**src/hdl/vlpd_pkg.sv**
```systemverilog
// Package for the varint length-prefix deframer: shared constants, codes and types.
// Depends on nothing; used by every module under hdl.
package vlpd_pkg;

	localparam int unsigned MAX_PREFIX_BYTES_DEF = 5;
	localparam int unsigned BYTE_W = 8;
	localparam int unsigned LEN_W = 31;
	localparam logic [LEN_W-1:0] MAX_FRAME_LEN_RST = 31'd2097151;

	localparam int unsigned PADDR_W = 3;
	localparam int unsigned PDATA_W = 32;
	localparam logic REG_MAX_FRAME_LEN = 1'b0;

	localparam logic [BYTE_W-1:0] VARINT_DATA_MASK = 8'h7F;
	localparam int unsigned VARINT_MORE_BIT = 7;
	localparam int unsigned VARINT_DIGIT_W = 7;

	typedef enum logic [1:0] {
		ERR_NONE     = 2'd0,
		ERR_ZERO_LEN = 2'd1,
		ERR_TOO_LONG = 2'd2,
		ERR_OVERLONG = 2'd3
	} err_code_t;

	typedef struct packed {
		logic      frame_first;
		logic      frame_last;
		logic      is_prefix;
		err_code_t error_code;
	} byte_flags_t;

endpackage

```
**src/hdl/vlpd_cfg_regs.sv**
```systemverilog
// APB-style configuration register block holding the frame length limit.
// Depends on vlpd_pkg.
module vlpd_cfg_regs (
	input  logic                          clk,
	input  logic                          arst_n,
	input  logic                          psel,
	input  logic                          penable,
	input  logic                          pwrite,
	input  logic [vlpd_pkg::PADDR_W-1:0]  paddr,
	input  logic [vlpd_pkg::PDATA_W-1:0]  pwdata,
	output logic [vlpd_pkg::PDATA_W-1:0]  prdata,
	output logic                          pready,
	output logic [vlpd_pkg::LEN_W-1:0]    max_frame_len
);
	import vlpd_pkg::*;

	logic [LEN_W-1:0] max_frame_len_q;
	logic             hit_max_len;

	// Registers sit on 4-byte boundaries, so bit 2 selects the register.
	assign hit_max_len = (paddr[PADDR_W-1] == REG_MAX_FRAME_LEN);

	always_ff @(posedge clk or negedge arst_n) begin
		if (!arst_n) begin
			max_frame_len_q <= MAX_FRAME_LEN_RST;
		end else if (psel && penable && pwrite && pready && hit_max_len) begin
			max_frame_len_q <= pwdata[LEN_W-1:0];
		end
	end

	assign pready = 1'b1;
	assign prdata = hit_max_len ? {{(PDATA_W-LEN_W){1'b0}}, max_frame_len_q} : '0;
	assign max_frame_len = max_frame_len_q;

endmodule

```
**src/hdl/vlpd_parse.sv**
```systemverilog
// Next-state and flag logic for one byte of the deframer.
// Purely combinational; depends on vlpd_pkg.
module vlpd_parse #(
	parameter int unsigned MAX_PREFIX_BYTES = vlpd_pkg::MAX_PREFIX_BYTES_DEF,
	localparam int unsigned ACC_W = 7 * MAX_PREFIX_BYTES,
	localparam int unsigned CNT_W = (MAX_PREFIX_BYTES > 1) ? $clog2(MAX_PREFIX_BYTES) : 1
) (
	input  logic [vlpd_pkg::BYTE_W-1:0] data_byte,
	input  logic [vlpd_pkg::LEN_W-1:0]  max_frame_len,
	input  logic                        in_payload,
	input  logic [ACC_W-1:0]            length_accum,
	input  logic [CNT_W-1:0]            prefix_count,
	input  logic [vlpd_pkg::LEN_W-1:0]  bytes_left,
	output logic                        in_payload_nxt,
	output logic [ACC_W-1:0]            length_accum_nxt,
	output logic [CNT_W-1:0]            prefix_count_nxt,
	output logic [vlpd_pkg::LEN_W-1:0]  bytes_left_nxt,
	output vlpd_pkg::byte_flags_t       flags
);
	import vlpd_pkg::*;

	localparam int unsigned CMP_W = (ACC_W > LEN_W) ? ACC_W : LEN_W;
	localparam int unsigned SH_W = $clog2(ACC_W);
	localparam int unsigned CNT_EXT_W = CNT_W + 1;

	logic [ACC_W-1:0]     digit;
	logic [ACC_W-1:0]     acc_new;
	logic [CMP_W-1:0]     len_cmp;
	logic [CMP_W-1:0]     lim_cmp;
	logic [SH_W-1:0]      shift;
	logic [CNT_EXT_W-1:0] cnt_inc;
	logic                 more;

	assign digit   = ACC_W'(data_byte & VARINT_DATA_MASK);
	assign shift   = SH_W'(prefix_count * VARINT_DIGIT_W);
	assign acc_new = length_accum | (digit << shift);
	assign len_cmp = CMP_W'(acc_new);
	assign lim_cmp = CMP_W'(max_frame_len);
	assign cnt_inc = CNT_EXT_W'(prefix_count) + CNT_EXT_W'(1);
	assign more    = data_byte[VARINT_MORE_BIT];

	always_comb begin
		in_payload_nxt   = in_payload;
		length_accum_nxt = length_accum;
		prefix_count_nxt = prefix_count;
		bytes_left_nxt   = bytes_left;
		flags            = '{frame_first: 1'b0, frame_last: 1'b0, is_prefix: 1'b0,
			error_code: ERR_NONE};
		if (in_payload) begin
			bytes_left_nxt = bytes_left - LEN_W'(1);
			if (bytes_left == LEN_W'(1)) begin
				flags.frame_last = 1'b1;
				in_payload_nxt   = 1'b0;
			end
		end else begin
			flags.is_prefix   = 1'b1;
			flags.frame_first = (prefix_count == '0);
			length_accum_nxt  = '0;
			prefix_count_nxt  = '0;
			if (more) begin
				if (cnt_inc >= CNT_EXT_W'(MAX_PREFIX_BYTES)) begin
					flags.error_code = ERR_OVERLONG;
				end else begin
					length_accum_nxt = acc_new;
					prefix_count_nxt = cnt_inc[CNT_W-1:0];
				end
			end else if (acc_new == '0) begin
				flags.error_code = ERR_ZERO_LEN;
			end else if (len_cmp > lim_cmp) begin
				flags.error_code = ERR_TOO_LONG;
			end else begin
				// The length fits the limit, so it fits the counter.
				bytes_left_nxt = acc_new[LEN_W-1:0];
				in_payload_nxt = 1'b1;
			end
		end
	end

endmodule

```
**src/hdl/varint_length_prefix_deframer_core.sv**
```systemverilog
// Channel   | Signals                                    | Direction
// ----------+--------------------------------------------+----------
// input     | in_valid, in_ready, data_byte              | in
// output    | out_valid, out_ready, out_byte, frame_*    | out
//           | is_prefix, error_code                      |
// config    | psel, penable, pwrite, paddr, pwdata,      | in/out
//           | prdata, pready                             |
//
// One byte per cycle unless the output stalls: each accepted request is parsed
// in the cycle it is taken and its result lands in the output register on that edge.
// A new request is taken whenever the output register is empty or being read.
// Output stalls hold the result register and the frame state; nothing is lost.
// Reset clears the frame state and sets the length limit to 2097151.
// Depends on vlpd_pkg, vlpd_cfg_regs and vlpd_parse.
module varint_length_prefix_deframer_core #(
	parameter int unsigned MAX_PREFIX_BYTES = vlpd_pkg::MAX_PREFIX_BYTES_DEF
) (
	input  logic                          clk,
	input  logic                          arst_n,
	input  logic                          in_valid,
	output logic                          in_ready,
	input  logic [vlpd_pkg::BYTE_W-1:0]   data_byte,
	output logic                          out_valid,
	input  logic                          out_ready,
	output logic [vlpd_pkg::BYTE_W-1:0]   out_byte,
	output logic                          frame_first,
	output logic                          frame_last,
	output logic                          is_prefix,
	output logic [1:0]                    error_code,
	input  logic                          psel,
	input  logic                          penable,
	input  logic                          pwrite,
	input  logic [vlpd_pkg::PADDR_W-1:0]  paddr,
	input  logic [vlpd_pkg::PDATA_W-1:0]  pwdata,
	output logic [vlpd_pkg::PDATA_W-1:0]  prdata,
	output logic                          pready
);
	import vlpd_pkg::*;

	localparam int unsigned ACC_W = 7 * MAX_PREFIX_BYTES;
	localparam int unsigned CNT_W = (MAX_PREFIX_BYTES > 1) ? $clog2(MAX_PREFIX_BYTES) : 1;

	logic [LEN_W-1:0]  max_frame_len;
	logic              in_payload_q;
	logic [ACC_W-1:0]  length_accum_q;
	logic [CNT_W-1:0]  prefix_count_q;
	logic [LEN_W-1:0]  bytes_left_q;
	logic              in_payload_nxt;
	logic [ACC_W-1:0]  length_accum_nxt;
	logic [CNT_W-1:0]  prefix_count_nxt;
	logic [LEN_W-1:0]  bytes_left_nxt;
	byte_flags_t       flags;
	byte_flags_t       flags_s1;
	logic [BYTE_W-1:0] byte_s1;
	logic              valid_s1;
	logic              take;

	vlpd_cfg_regs u_cfg (
		.clk           (clk),
		.arst_n        (arst_n),
		.psel          (psel),
		.penable       (penable),
		.pwrite        (pwrite),
		.paddr         (paddr),
		.pwdata        (pwdata),
		.prdata        (prdata),
		.pready        (pready),
		.max_frame_len (max_frame_len)
	);

	vlpd_parse #(
		.MAX_PREFIX_BYTES (MAX_PREFIX_BYTES)
	) u_parse (
		.data_byte        (data_byte),
		.max_frame_len    (max_frame_len),
		.in_payload       (in_payload_q),
		.length_accum     (length_accum_q),
		.prefix_count     (prefix_count_q),
		.bytes_left       (bytes_left_q),
		.in_payload_nxt   (in_payload_nxt),
		.length_accum_nxt (length_accum_nxt),
		.prefix_count_nxt (prefix_count_nxt),
		.bytes_left_nxt   (bytes_left_nxt),
		.flags            (flags)
	);

	assign in_ready = !valid_s1 || out_ready;
	assign take     = in_valid && in_ready;

	always_ff @(posedge clk or negedge arst_n) begin
		if (!arst_n) begin
			in_payload_q   <= 1'b0;
			length_accum_q <= '0;
			prefix_count_q <= '0;
			bytes_left_q   <= '0;
			valid_s1       <= 1'b0;
		end else begin
			if (take) begin
				in_payload_q   <= in_payload_nxt;
				length_accum_q <= length_accum_nxt;
				prefix_count_q <= prefix_count_nxt;
				bytes_left_q   <= bytes_left_nxt;
				valid_s1       <= 1'b1;
			end else if (out_ready) begin
				valid_s1 <= 1'b0;
			end
		end
	end

	always_ff @(posedge clk) begin
		if (take) begin
			byte_s1  <= data_byte;
			flags_s1 <= flags;
		end
	end

	assign out_valid   = valid_s1;
	assign out_byte    = byte_s1;
	assign frame_first = flags_s1.frame_first;
	assign frame_last  = flags_s1.frame_last;
	assign is_prefix   = flags_s1.is_prefix;
	assign error_code  = flags_s1.error_code;

endmodule
```
**config.mk**
```make
export PLATFORM = sky130hd
export DESIGN_NAME = varint_length_prefix_deframer_core
export DESIGN_NICKNAME = d
export VERILOG_FILES = /design/src/hdl/vlpd_pkg.sv /design/src/hdl/vlpd_cfg_regs.sv /design/src/hdl/vlpd_parse.sv /design/src/hdl/varint_length_prefix_deframer_core.sv
export SDC_FILE = /design/constraint.sdc
export NUM_CORES = 1
export LEC_CHECK = 0
export BUFFER_PORTS_ARGS = -buffer_cell sky130_fd_sc_hd__buf_2
export CAP_MARGIN = 20
export CELL_PAD_IN_SITES_DETAIL_PLACEMENT = 2
export CELL_PAD_IN_SITES_GLOBAL_PLACEMENT = 2
export CORE_UTILIZATION = 34
export CTS_BUF_LIST = sky130_fd_sc_hd__clkbuf_4
export CTS_CLUSTER_SIZE = 10
export DETAILED_ROUTE_END_ITERATION = 12
export PLACE_DENSITY_LB_ADDON = 0.1
export SYNTH_ARGS = -nofsm -noshare
export SYNTH_HDL_FRONTEND = slang
export SYNTH_SLANG_ARGS = --single-unit
```
**constraint.sdc**
```tcl
create_clock -name clk -period 3.25 [get_ports clk]
set_clock_uncertainty 0.05 [all_clocks]
set_input_delay 0.325 -clock clk [delete_from_list [all_inputs] [get_ports clk]]
set_output_delay 0.325 -clock clk [all_outputs]
set_load 0.03 [all_outputs]
```
==> results by group <==
Worst setup path
  – Cells on worst reg2reg path: 17
  – FF-to-FF setup slack: -0.42 ns
  – Critical path class: reg -> reg
  – Worst setup endpoint: bytes_left_q[18]
  – CP Max Fanout: 6
  – CP arrival: 4.09 ns
  – CP endpoint kind: flip-flop
  – Slowest stage cell on the critical path: dfrtp_2
  – Worst reg2reg path endpoint: bytes_left_q[18]
  – Startpoint Class: flip-flop
  – Worst-path cell chain: buf_4 > nor2b_4 > buf_4 > a21oi_4 > inv_1 > ha_1 > nand4_1 > a2111oi_4 > buf_4 > buf_4 > a2111oi_4 > a2bb2oi_4 > buf_12 > buf_8 > nand4_1 > o221a_2 > o21a_1
  – Max incr delay on CP: ~0.47 ns
  – Reg2reg start: prefix_count_q[2]
  – Req. time, crit path: approximately 3.7 ns
  – Cell mode on critical path: buf_4
  – Crit path from: prefix_count_q[2]

Final layout
  – Share of layout cells above drive strength 1: 44.0%
  – Finished Cell Area: 10100 sq um
  – Final #Nets: 1042
  – Layout Cells excl Fill: ~1200
  – Final Core Density: between 50 and 60%
  – Layout area overhead: 46.8%
  – Fill count: between 2000 and 2500

CTS
  – Clk_lat worst skew: ~0.58 ns
  – CTS tree: built
  – Clock sinks: 115
  – Worst-path clk slew: approximately 0.14 ns
  – TritonCTS Buffers: 17
  – Clk root buf: clkbuf_4
  – Longest Clk Path Bufs: 2
  – H-tree depth: 4

Synth
  – Compound-Gate Fraction of Synth Area: 20.2%
  – Synthesized flop and latch total: approximately 120
  – Post-synth EDFFs: 13
  – Simple-Gate Fraction of Synth Area: between 10% and 20%
  – Sequential share of the synthesized area: a little over two fifths
  – Most common cell in the netlist: dfrtp_1
  – Post-synthesis mux area share: just under 7%
  – Async S/R FF share, synth: 88.7%
  – Post-Syn Area: about 6900 sq um
  – Synth warn: 0
  – Top FF cell, synth: dfrtp_1
  – Syn Nets: 817
  – Syn Area/Cell: ~9.4 sq um
  – Syn Inst Count: 732
  – Synth Area in Adders: under 10%
  – Synth top area share: around 29%
  – Count of cell types in the netlist: 66
  – Commonest cells in the netlist: dfrtp_1, inv_1, nand2_1
  – Largest family of logic cells by synthesized area: compound AO/OA/AOI/OAI gates
  – XOR/XNOR Fraction of Synth Area: 0%
  – Ranking of synthesized cells by area: dfrtp_1, dfstp_2, ha_1
  – Area leader, netlist: dfrtp_1

Placement
  – Placed Cells: approximately 1100
  – Place WS: -0.490 ns
  – Detailed Place HPWL: around 20 mm
  – GPL Wtd Cong: 0.865
  – Placed Area: about 8300 sq um
  – IO Port Bufs: a little over 90

Routing
  – Total wire length: about 34 mm
  – 1st-iter DRT viols: 374
  – Wire per inst: between 20 and 30 um
  – Drt first pass iters: 4
  – Via count: between 7000 and 8000
  – DR DRC count: 0
  – Antenna viol nets, final: 0
  – Vias per inst: 5.81

Job
  – Max Cap Viol: 0

Hold path
  – Worst Hold Class: in -> reg

STA
  – Slew HR: a little under three fifths
  – Slew Limit Fails: 0
  – Endpoints failing setup: 33
  – FMAX: between 200 and 300 MHz
  – Count of final hold-check violations: 0
  – Period minus WS final: between 3 and 4 ns
  – RSZ-0062 raised after global routing: true
  – Setup WS post-layout: -0.418 ns
  – Tcrit/Tclk final: 113%
  – Slew @ Worst Pin: about 0.66 ns

Floorplan
  – Row cnt: between 50 and 60
  – Die area: 20800 sq um
  – DIE HEIGHT: between 100 and 150 um
  – Initial core utilization: roughly a third
  – CORE AREA: approximately 20000 sq um
  – I/O Pins: 98
  – Die W: between 100 and 150 um

Run status
  – Failing checks: setup timing
  – Status: finished, violations left

GRT
  – Largest net degree at the start of global routing: 59
  – Grt ovf: 0
  – Vias in the first global route: 7700
  – Initial antenna violation count: 1
  – First-pass GRT wire length: ~46 mm
  – GRT Total Usage: 30.4%

Power
  – Pwr Density: about 440 nW/um^2
  – VDD IR-drop max: about 0.00025 V
  – Leakage power: 4.63 nW
[cell type report]
cell class | instances | area, sq um | area share, %
tap | 265 | 332 | 3.28
multi-input combinational | 506 | 4330 | 42.9
timing repair buffer | 248 | 1910 | 18.9
inverter | 69 | 259 | 2.56
clock buffer | 18 | 135 | 1.34
sequential | 115 | 2970 | 29.4
antenna | 2 | 5.00 | 0.0495
clock inverter | 14 | 163 | 1.61
[layer usage]
metal,track usage [%],vias to the layer above,wire length [um]
li1,-,3105,-
met3,5.63,108,1750
met2,52.6,287,17400
met5,0,-,0
met4,15.1,0,1830
met1,36.0,3682,13400
[worst min-delay path by stage]
stage,slack [ns],cells past startpoint,start,endpoint
final,0.02,3,out_ready,out_valid
after global routing,0.03,3,out_ready,out_valid
after CTS,0.0008,3,out_ready,out_valid
after detailed placement,0.27,1,arst_n,bytes_left_q[14]
after global placement,0.26,1,arst_n,bytes_left_q[14]
after floorplan,-0.02,0,arst_n,bytes_left_q[0]
[through the flow]
step	setup TNS [ns]	hold WS (ns)	power [mW]
floorplan	0	-0.0206	2.45
global placement	-6.13	0.264	2.81
detailed placement	-12.02	0.273	2.89
CTS	-2.45	0.000772	4.24
global route	-13.17	0.0312	4.60
finish	-11.91	0.0246	4.43
[cell usage in the layout (no fill, tap or decap), types with 7 or more instances in the layout]
master and n:
buf_4 96, buf_2 91, dfrtp_1 78, nand2_1 62, inv_1 61, nor2_1 60
dlygate4sd3_1 38, mux2_2 35, o31ai_1 34, a21oi_1 32, ha_1 24, dfstp_2 21
a21oi_4 20, nand4_1 20, clkbuf_4 18, o21ai_0 17, a21oi_2 13, o221a_2 13
edfxtp_1 13, nor3_1 12, ha_4 11, buf_6 11, buf_12 10, nor4_1 9
nand3_1 9, nor2b_4 8, inv_2 8, mux2i_1 8, o21a_1 8, a21o_1 7
[cell families after synthesis]
logic type	Yosys count
mux	43
flops	115
simple gates	229
buf+inv	113
fa+ha+maj	35
other cells	2
compound gates	195
[timing repair]
| item | in CTS | in global routing |
|---|---|---|
| buffers inserted | 12 | 14 |
| setup endpoints to repair | 33 | 33 |
| resized for setup | 89 | 55 |
| cloned | 2 | 0 |
| pin swaps | 30 | 20 |
| hold endpoints to repair | 68 | 0 |
| hold buffers | 38 | 0 |
[worst max-delay path: cells and delay by family (launching register included)]
kind / cells / cell delay (ns)
AOI/OAI and AO/OA: 6 / 1.24
adders and majority gates: 1 / 0.33
and+or+nand+nor: 3 / 0.39
DFF: 1 / 0.47
buffers and inverters: 7 / 1.06
[power by group]
part,switching (mW),internal [mW]
registers,0.129,1.63
logic,0.880,0.576
clock network,0.677,0.537
[sequential cells by signal, indices dropped and copies added (netlist names)]
register,flops
length_accum_q,35
bytes_left_q,31
u_cfg.max_frame_len,31
out_byte,8
prefix_count_q,3
error_code,2
frame_first,1
frame_last,1
in_payload_q,1
is_prefix,1
out_valid,1
Note: power is estimated with default switching activity, not from simulation.
